===== src/sv/swmp_pkg.sv =====
// Shared types, constants and helpers of the sliding window match peak detector.
package swmp_pkg;

  localparam int QUERY_MAX     = 16;
  localparam int POSITION_BITS = 32;
  localparam int BYTE_W        = 8;
  localparam int LEN_W         = 5;
  localparam int IDX_W         = (QUERY_MAX > 1) ? $clog2(QUERY_MAX) : 1;
  localparam int FILL_W        = $clog2(QUERY_MAX + 1);
  localparam int END_POS_W     = 32;
  localparam int QWORD_W       = 64;
  localparam int SCORE_W       = 6;
  localparam int CFG_IDX_W     = 2;

  localparam logic [QWORD_W-1:0] QUERY_LOW_RST  = 64'h0000_0041_4343_4143;
  localparam logic [QWORD_W-1:0] QUERY_HIGH_RST = 64'h0;
  localparam logic [LEN_W-1:0]   QUERY_LEN_RST  = 5'd5;

  typedef enum logic [CFG_IDX_W-1:0] {
    CFG_QUERY_LOW  = 2'd0,
    CFG_QUERY_HIGH = 2'd1,
    CFG_QUERY_LEN  = 2'd2,
    CFG_EXACT_ONLY = 2'd3
  } cfg_reg_t;

  typedef logic [QUERY_MAX-1:0][BYTE_W-1:0] byte_vec_t;

  typedef struct packed {
    logic [FILL_W-1:0]        fill;
    logic [POSITION_BITS-1:0] pos;
  } win_status_t;

  // Query bytes 0..15 split over the two 64-bit registers.
  function automatic byte_vec_t query_bytes(input logic [QWORD_W-1:0] lo,
                                            input logic [QWORD_W-1:0] hi);
    byte_vec_t q;
    for (int i = 0; i < QUERY_MAX; i++) begin
      if (i < 8) q[i] = lo[8*i +: 8];
      else       q[i] = hi[8*(i-8) +: 8];
    end
    return q;
  endfunction

  // Length 0 acts as 1, anything above QUERY_MAX acts as QUERY_MAX.
  function automatic logic [LEN_W-1:0] eff_length(input logic [LEN_W-1:0] len);
    logic [LEN_W-1:0] n;
    n = len;
    if (n == '0) n = LEN_W'(1);
    if (int'(n) > QUERY_MAX) n = LEN_W'(QUERY_MAX);
    return n;
  endfunction

endpackage


===== src/sv/swmp_window.sv =====
// Byte history shift line with fill count and stream position counter.
module swmp_window
  import swmp_pkg::*;
(
  input  logic              clk,
  input  logic              rst_n,
  input  logic              shift_en,
  input  logic [BYTE_W-1:0] shift_byte,
  output byte_vec_t         window_o,
  output win_status_t       status_o
);

  byte_vec_t                store_r, store_nxt;
  logic [FILL_W-1:0]        fill_r, fill_nxt;
  logic [POSITION_BITS-1:0] count_r, count_nxt;

  always_comb begin
    store_nxt = store_r;
    fill_nxt  = fill_r;
    count_nxt = count_r;
    if (shift_en) begin
      for (int i = QUERY_MAX - 1; i > 0; i--) begin
        store_nxt[i] = store_r[i-1];
      end
      store_nxt[0] = shift_byte;
      if (int'(fill_r) < QUERY_MAX) fill_nxt = fill_r + FILL_W'(1);
      count_nxt = count_r + POSITION_BITS'(1);
    end
  end

  always_ff @(posedge clk) begin
    if (!rst_n) begin
      store_r <= '0;
      fill_r  <= '0;
      count_r <= '0;
    end else begin
      store_r <= store_nxt;
      fill_r  <= fill_nxt;
      count_r <= count_nxt;
    end
  end

  assign window_o        = store_r;
  assign status_o.fill   = fill_r;
  assign status_o.pos    = count_r;

  // The fill count never passes the history depth.
  a_fill_bound: assert property (@(posedge clk) disable iff (!rst_n)
    int'(fill_r) <= QUERY_MAX)
    else $error("fill count beyond history depth");

  // Each shift advances the position by one.
  a_count_step: assert property (@(posedge clk) disable iff (!rst_n)
    shift_en |=> count_r == $past(count_r) + POSITION_BITS'(1))
    else $error("position counter did not advance");

  // Without a shift the history holds.
  a_hold: assert property (@(posedge clk) disable iff (!rst_n)
    !shift_en |=> $stable(store_r) && $stable(fill_r))
    else $error("history changed without a shift");

endmodule


===== src/sv/swmp_score.sv =====
// Window alignment and match counting against the query for one window.
module swmp_score
  import swmp_pkg::*;
(
  input  byte_vec_t        hist_i,    // entry 0 newest
  input  byte_vec_t        query_i,
  input  logic [LEN_W-1:0] len_i,     // effective length, 1..QUERY_MAX
  output byte_vec_t        win_o,     // oldest first, unused bytes zero
  output logic [LEN_W-1:0] matches_o
);

  logic [QUERY_MAX-1:0] hit;

  always_comb begin
    logic [LEN_W-1:0] sel;
    win_o = '0;
    hit   = '0;
    for (int i = 0; i < QUERY_MAX; i++) begin
      sel = len_i - LEN_W'(1) - LEN_W'(i);
      if (i < int'(len_i)) begin
        win_o[i] = hist_i[sel[IDX_W-1:0]];
        hit[i]   = (hist_i[sel[IDX_W-1:0]] == query_i[i]);
      end
    end
  end

  assign matches_o = LEN_W'($countones(hit));

endmodule


===== src/sv/sliding_window_match_peak.sv =====
// Top level of the sliding window match peak detector.
//
// The block reads a text stream one byte per request on the in_ channel
// and reports peaks of the match score on the out_ channel. A peak is a
// window of the configured query length whose score is positive while the
// window one byte later scores negative. Each match of a window byte with
// its query byte counts +3 and each mismatch -3. In exact mode only
// perfect windows are reported. A result carries the stream position of
// the window's last byte, the window bytes and the score.
// An accepted byte lands in the input register; once the output register
// is free it is scored and its result, if any, is written to the output
// register, from which the receiver takes it. One byte per cycle is
// sustained while in_stall is low: the output register parts the two
// channels, and in_stall rises only while both the input and output
// registers are full and the receiver stalls. Bytes that cause no result
// still advance.
// The cfg_ channel is always ready and must only be used while the block
// is idle. Reset clears history, fill count and position and loads the
// default query "CACCA" of length five with exact mode off.
module sliding_window_match_peak
  import swmp_pkg::*;
(
  input  logic                 clk,
  input  logic                 rst_n,
  input  logic                 in_valid,
  output logic                 in_stall,
  input  logic [BYTE_W-1:0]    in_byte,
  output logic                 out_valid,
  input  logic                 out_stall,
  output logic [END_POS_W-1:0] out_end_position,
  output logic [QWORD_W-1:0]   out_window_low,
  output logic [QWORD_W-1:0]   out_window_high,
  output logic [SCORE_W-1:0]   out_match_score,
  input  logic                 cfg_valid,
  output logic                 cfg_ready,
  input  logic [CFG_IDX_W-1:0] cfg_index,
  input  logic [QWORD_W-1:0]   cfg_data
);

  // Configuration registers.
  logic [QWORD_W-1:0] query_low_r, query_high_r;
  logic [LEN_W-1:0]   query_len_r;
  logic               exact_only_r;

  assign cfg_ready = 1'b1;

  always_ff @(posedge clk) begin
    if (!rst_n) begin
      query_low_r  <= QUERY_LOW_RST;
      query_high_r <= QUERY_HIGH_RST;
      query_len_r  <= QUERY_LEN_RST;
      exact_only_r <= 1'b0;
    end else if (cfg_valid && cfg_ready) begin
      case (cfg_reg_t'(cfg_index))
        CFG_QUERY_LOW:  query_low_r  <= cfg_data;
        CFG_QUERY_HIGH: query_high_r <= cfg_data;
        CFG_QUERY_LEN:  query_len_r  <= cfg_data[LEN_W-1:0];
        CFG_EXACT_ONLY: exact_only_r <= cfg_data[0];
        default: ;
      endcase
    end
  end

  // Input register and handshake.
  logic              s1_valid_r, s1_valid_nxt;
  logic [BYTE_W-1:0] s1_byte_r;
  logic              out_valid_r, out_valid_nxt;
  logic              out_free, s1_adv, in_acc;

  assign out_free = !out_valid_r || !out_stall;
  assign s1_adv   = s1_valid_r && out_free;
  assign in_stall = s1_valid_r && !out_free;
  assign in_acc   = in_valid && !in_stall;

  always_comb begin
    s1_valid_nxt = s1_valid_r;
    if (in_acc)      s1_valid_nxt = 1'b1;
    else if (s1_adv) s1_valid_nxt = 1'b0;
  end

  always_ff @(posedge clk) begin
    if (!rst_n) s1_valid_r <= 1'b0;
    else        s1_valid_r <= s1_valid_nxt;
  end

  always_ff @(posedge clk) begin
    if (in_acc) s1_byte_r <= in_byte;
  end

  // History and scoring of the window before and after the shift.
  byte_vec_t        hist, hist_shifted, query, old_win;
  win_status_t      status;
  logic [LEN_W-1:0] n_eff, m_old, m_new;

  swmp_window u_window (
    .clk       (clk),
    .rst_n     (rst_n),
    .shift_en  (s1_adv),
    .shift_byte(s1_byte_r),
    .window_o  (hist),
    .status_o  (status)
  );

  assign query = query_bytes(query_low_r, query_high_r);
  assign n_eff = eff_length(query_len_r);

  always_comb begin
    hist_shifted[0] = s1_byte_r;
    for (int i = 1; i < QUERY_MAX; i++) begin
      hist_shifted[i] = hist[i-1];
    end
  end

  swmp_score u_score_old (
    .hist_i   (hist),
    .query_i  (query),
    .len_i    (n_eff),
    .win_o    (old_win),
    .matches_o(m_old)
  );

  swmp_score u_score_new (
    .hist_i   (hist_shifted),
    .query_i  (query),
    .len_i    (n_eff),
    .win_o    (),
    .matches_o(m_new)
  );

  // A score is 3 * (2 * matches - length); its sign follows the bracket.
  logic signed [7:0] d_old, d_new, score_old;
  logic              filled, peak;

  assign d_old     = $signed({2'b00, m_old, 1'b0}) - $signed({3'b000, n_eff});
  assign d_new     = $signed({2'b00, m_new, 1'b0}) - $signed({3'b000, n_eff});
  assign score_old = (d_old <<< 1) + d_old;
  assign filled    = (FILL_W'(n_eff) <= status.fill);
  assign peak      = filled && (d_old > 0) && (d_new < 0) &&
                     (!exact_only_r || (m_old == n_eff));

  // Result register.
  logic [END_POS_W-1:0] out_pos_r;
  logic [QWORD_W-1:0]   out_lo_r, out_hi_r;
  logic [SCORE_W-1:0]   out_score_r;

  always_comb begin
    out_valid_nxt = out_valid_r;
    if (out_free) out_valid_nxt = s1_adv && peak;
  end

  always_ff @(posedge clk) begin
    if (!rst_n) out_valid_r <= 1'b0;
    else        out_valid_r <= out_valid_nxt;
  end

  always_ff @(posedge clk) begin
    if (s1_adv && peak) begin
      out_pos_r   <= END_POS_W'(status.pos);
      out_lo_r    <= old_win[7:0];
      out_hi_r    <= old_win[15:8];
      out_score_r <= score_old[SCORE_W-1:0];
    end
  end

  assign out_valid        = out_valid_r;
  assign out_end_position = out_pos_r;
  assign out_window_low   = out_lo_r;
  assign out_window_high  = out_hi_r;
  assign out_match_score  = out_score_r;

  // A byte waiting behind a stalled result is not lost.
  a_s1_hold: assert property (@(posedge clk) disable iff (!rst_n)
    s1_valid_r && out_valid_r && out_stall |=> s1_valid_r)
    else $error("queued byte dropped while result stalled");

  // A new result is only loaded from a scored byte.
  a_out_src: assert property (@(posedge clk) disable iff (!rst_n)
    $rose(out_valid_r) |-> $past(s1_adv))
    else $error("result appeared without a scored byte");

  // In exact mode a reported score is perfect.
  a_exact: assert property (@(posedge clk) disable iff (!rst_n)
    out_valid_r && exact_only_r |->
      out_score_r == SCORE_W'(3 * int'(n_eff)))
    else $error("non perfect score reported in exact mode");

endmodule


===== config.mk =====
export PLATFORM = sky130hd
export DESIGN_NAME = sliding_window_match_peak
export DESIGN_NICKNAME = d
export VERILOG_FILES = /design/src/sv/swmp_pkg.sv /design/src/sv/swmp_window.sv /design/src/sv/swmp_score.sv /design/src/sv/sliding_window_match_peak.sv
export SDC_FILE = /design/constraint.sdc
export NUM_CORES = 2
export LEC_CHECK = 0
export BUFFER_PORTS_ARGS = -buffer_cell sky130_fd_sc_hd__buf_2
export CORE_MARGIN = 5
export CORE_UTILIZATION = 50
export DETAILED_ROUTE_END_ITERATION = 10
export PLACE_DENSITY = 0.71
export SYNTH_ARGS = -nofsm -noshare
export SYNTH_HDL_FRONTEND = slang
export SYNTH_SLANG_ARGS = --single-unit

===== constraint.sdc =====
create_clock -name clk -period 31.6 [get_ports clk]
set_input_delay 1.58 -clock clk [delete_from_list [all_inputs] [get_ports clk]]
set_output_delay 1.58 -clock clk [all_outputs]
set_load 0.02 [all_outputs]

==> summary.txt <==
Synth
  – Fraction of registers with async set or reset after synthesis: 0%
  – Area of the mapped netlist: 34800 um2
  – Proportion of synthesized chip area in sequential cells: 32.4%
  – Synthesized netlist cell count: 3567
  – Count of flip-flops with a built-in enable after synthesis: 174
  – Net count after synthesis: 3720
  – Most used DFF post-synth: sky130_fd_sc_hd__dfxtp_1
  – Register bit total from synthesis: 475
  – Post-Synthesis Mean Instance Area: 9.75 um2
  – Post-synthesis cell type count: 70
  – Count of synthesis-stage warnings from yosys: 0

Placement
  – HPWL after detailed placement: 92.1 mm
  – Area post-placement: 36400 um2
  – Final Wtd Congestion: 1.08
  – Buffers on Ports: 246

Clock network
  – TritonCTS clock tree: done
  – Num Clock Sinks: 475
  – Htree depth: 2
  – Post-CTS Setup Bufs: 0
  – Later-pin clock latency in the skew report: 0.64 ns
  – Cts bufs inserted: 50
  – Hold_buf cts: 0
  – Clock Root Buffer: sky130_fd_sc_hd__clkbuf_16
  – Maximum number of buffers from clock root to sink: 3
  – Total of cells resized after clock tree synthesis: 0
  – Register clock-pin slew on the reported worst setup and hold paths: 0.07 ns

Detailed routing
  – Average wire per standard cell: 27.2 um
  – Drt first-iter violations: 4043
  – Number of search-and-repair iterations in the first detailed-routing pass: 8
  – Count of antenna-violating nets left after detailed routing: 0
  – Via count: 29.1k
  – Sum of routed wire length over all layers: 125 mm
  – Drt drc: 0
  – Mean number of vias per cell: 6.36

Critical path
  – Critical Path Start Type: flip-flop
  – FF-to-FF End: out_window_low[47]
  – Launch point of the critical path: query_len_r[4]
  – Worst Reg2Reg Path Length in Cells: 30
  – Critical Path Slowest Stage Cell: sky130_fd_sc_hd__nor4_2
  – CP max FO: 70
  – Required time of the worst setup path: 31.83 ns
  – Worst Setup End Kind: flip-flop
  – Launch instance of the worst register-to-register path: query_len_r[4]
  – FF-to-FF setup slack: 19.19 ns
  – Largest stage delay, worst path: 1.01 ns
  – Critical Setup Path Class: reg2reg
  – End of the critical path: out_window_low[47]
  – Arrival time of the worst setup path: 12.64 ns

GRT
  – All-Layer GR Usage: 32.1%
  – Met2 track demand over resource in global routing: 50.2%
  – Top Usage Layer GRT: met2
  – Pin count of the biggest net entering global routing: 112
  – Via count of the first global-routing pass: 27.0k
  – GRT Residual Overflow: 0
  – Initial antenna violation count: 2
  – Wire length of the first global-routing pass: 181 mm
  – Met1 GRT Util: 41.5%
  – Global routing usage on met3: 7.63%

Timing
  – Final hold violation count: 0
  – Max frequency: 80.6 MHz
  – Minimum clock period after layout: 12.41 ns
  – Period utilization: 39.3%
  – Unrepaired setup endpoints after global routing: no
  – Setup Skew: 0.0414 ns
  – Post-Route Setup TNS: 0 ns
  – Transition time at the pin with the least slew margin: 1.40 ns
  – Final Max Slew Viols: 0
  – Final setup fails: 0
  – Slew Limit Headroom: 6.20%
  – Hold Slack: 0.475 ns

Power
  – Maximum ir drop on the vdd rail: 0.0404 mV
  – Power consumption: 1.62 mW
  – Static leakage: 14.1 nW
  – Total power per unit cell area: 42.6 nW/um2

Floorplan
  – Chip Width: 274 um
  – Number of cell rows: 96
  – Core area: 68800 um2
  – Floorplan die height: 274 um
  – Die Outline Area: 74900 um2
  – Initial Utilization: 50.5%
  – Number of I/O pins: 248

Finish
  – Fraction of final layout cells sized beyond drive strength 1: 16.8%
  – Finished layout cell area: 38100 um2
  – Nets: 3761
  – Share of the core filled with cells in the final layout: 55.3%
  – Commonest non-fill, non-tap cell in the layout: sky130_fd_sc_hd__nand2_1
  – Synthesis-to-layout area growth: 9.56%
  – Most frequent cells in the layout: sky130_fd_sc_hd__nand2_1 (648), sky130_fd_sc_hd__mux2i_1 (506), sky130_fd_sc_hd__dfxtp_1 (301), sky130_fd_sc_hd__a21boi_0 (264), sky130_fd_sc_hd__buf_2 (245)

Flow run
  – Max-Cap Viols: 0

Worst hold path
  – Worst min-delay path category: reg2reg
  – Startpoint of the tightest hold check path: u_window.count_r[31]

Status
  – Result of the run: finished clean
[layer usage]
| layer | up-vias | wire (um) |
|---|---|---|
| li1 | 12909 | - |
| met1 | 14185 | 47300 |
| met2 | 1665 | 55900 |
| met3 | 386 | 13200 |
| met4 | 2 | 8410 |
| met5 | - | 7 |
[cells in the mapped netlist, types with 28 or more instances]
cell                         n  area [um2]
sky130_fd_sc_hd__or3_1      34         213
sky130_fd_sc_hd__o21ai_0    54         270
sky130_fd_sc_hd__buf_1      28         105
sky130_fd_sc_hd__and2_1     56         350
sky130_fd_sc_hd__xnor2_1   203        1780
sky130_fd_sc_hd__clkbuf_1  199         747
sky130_fd_sc_hd__a21boi_0  265        1990
sky130_fd_sc_hd__a21oi_1    49         245
sky130_fd_sc_hd__dfxtp_1   301        6030
sky130_fd_sc_hd__nand4_1    44         275
sky130_fd_sc_hd__xor2_1     85         744
sky130_fd_sc_hd__nor2b_1    66         413
sky130_fd_sc_hd__and3_1     30         188
sky130_fd_sc_hd__edfxtp_1  174        5230
sky130_fd_sc_hd__inv_1      50         188
sky130_fd_sc_hd__a22oi_1    55         413
sky130_fd_sc_hd__ha_1       50         626
sky130_fd_sc_hd__nand2_1   648        2430
sky130_fd_sc_hd__buf_2      58         290
sky130_fd_sc_hd__nor2_1     77         289
sky130_fd_sc_hd__nor3_1     35         175
sky130_fd_sc_hd__a211oi_1   33         248
sky130_fd_sc_hd__nand3_1    59         295
sky130_fd_sc_hd__mux4_2    179        4030
sky130_fd_sc_hd__mux2i_1   506        5060
[power by group]
| part | internal, mW | switching (mW) |
|---|---|---|
| Clock | 0.337 | 0.271 |
| Sequential | 0.647 | 0.0152 |
| Combinational | 0.142 | 0.209 |
[logic make-up after synthesis]
kind of cell	count (synthesis)	share of synthesized area, %
compound gates	547	11.1
xor+xnor	293	7.53
fa+ha+maj	74	3.18
buf+inv	363	4.38
flops	475	32.4
mux	705	26.8
other cells	1	0.0108
simple gates	1109	14.6
[final cells by class]
type / instances / area [um2]
clock inverters: 25 / 305
flip-flops and latches: 475 / 11300
inverters: 53 / 206
clock buffers: 69 / 1370
well taps: 931 / 1160
diodes: 1 / 2.50
fillers: 6122 / 30700
multi-input cells: 2729 / 22100
repair buffers: 299 / 1640
[worst min-delay path by stage]
stage	endpoint	slack (ns)	cells past startpoint
after floorplan	out_end_position[31]	0.43	0
after CTS	out_end_position[31]	0.46	0
after detailed placement	out_end_position[31]	0.45	0
after global placement	out_end_position[31]	0.44	0
final	out_end_position[31]	0.48	0
after global routing	out_end_position[31]	0.48	0
[critical path: cells and delay by family (launching register included)]
kind            cells  cell delay [ns]
compound gates      3             1.57
fa+ha+maj           9             3.59
simple gates        6             3.27
buf+inv             8             2.38
flops               1             0.31
xor+xnor            3             0.53
mux                 1             0.18
[registers in the layout (all words and copies together) (netlist names)]
signal,count
exact_only_r,1
out_end_position,32
out_match_score,6
out_valid,1
out_window_high,64
out_window_low,64
query_high_r,64
query_len_r,5
query_low_r,64
s1_byte_r,8
s1_valid_r,1
u_window.count_r,32
u_window.fill_r,5
u_window.window_o,128
[through the flow]
stage | setup slack, ns | cells
global placement | 19.66 | 4487
detailed placement | 19.50 | 4487
floorplan | 9.82 | 3567
finish | 19.19 | 4582
CTS | 19.46 | 4581
global route | 18.74 | 4581
No activity file was read; power rests on OpenSTA's default activity.
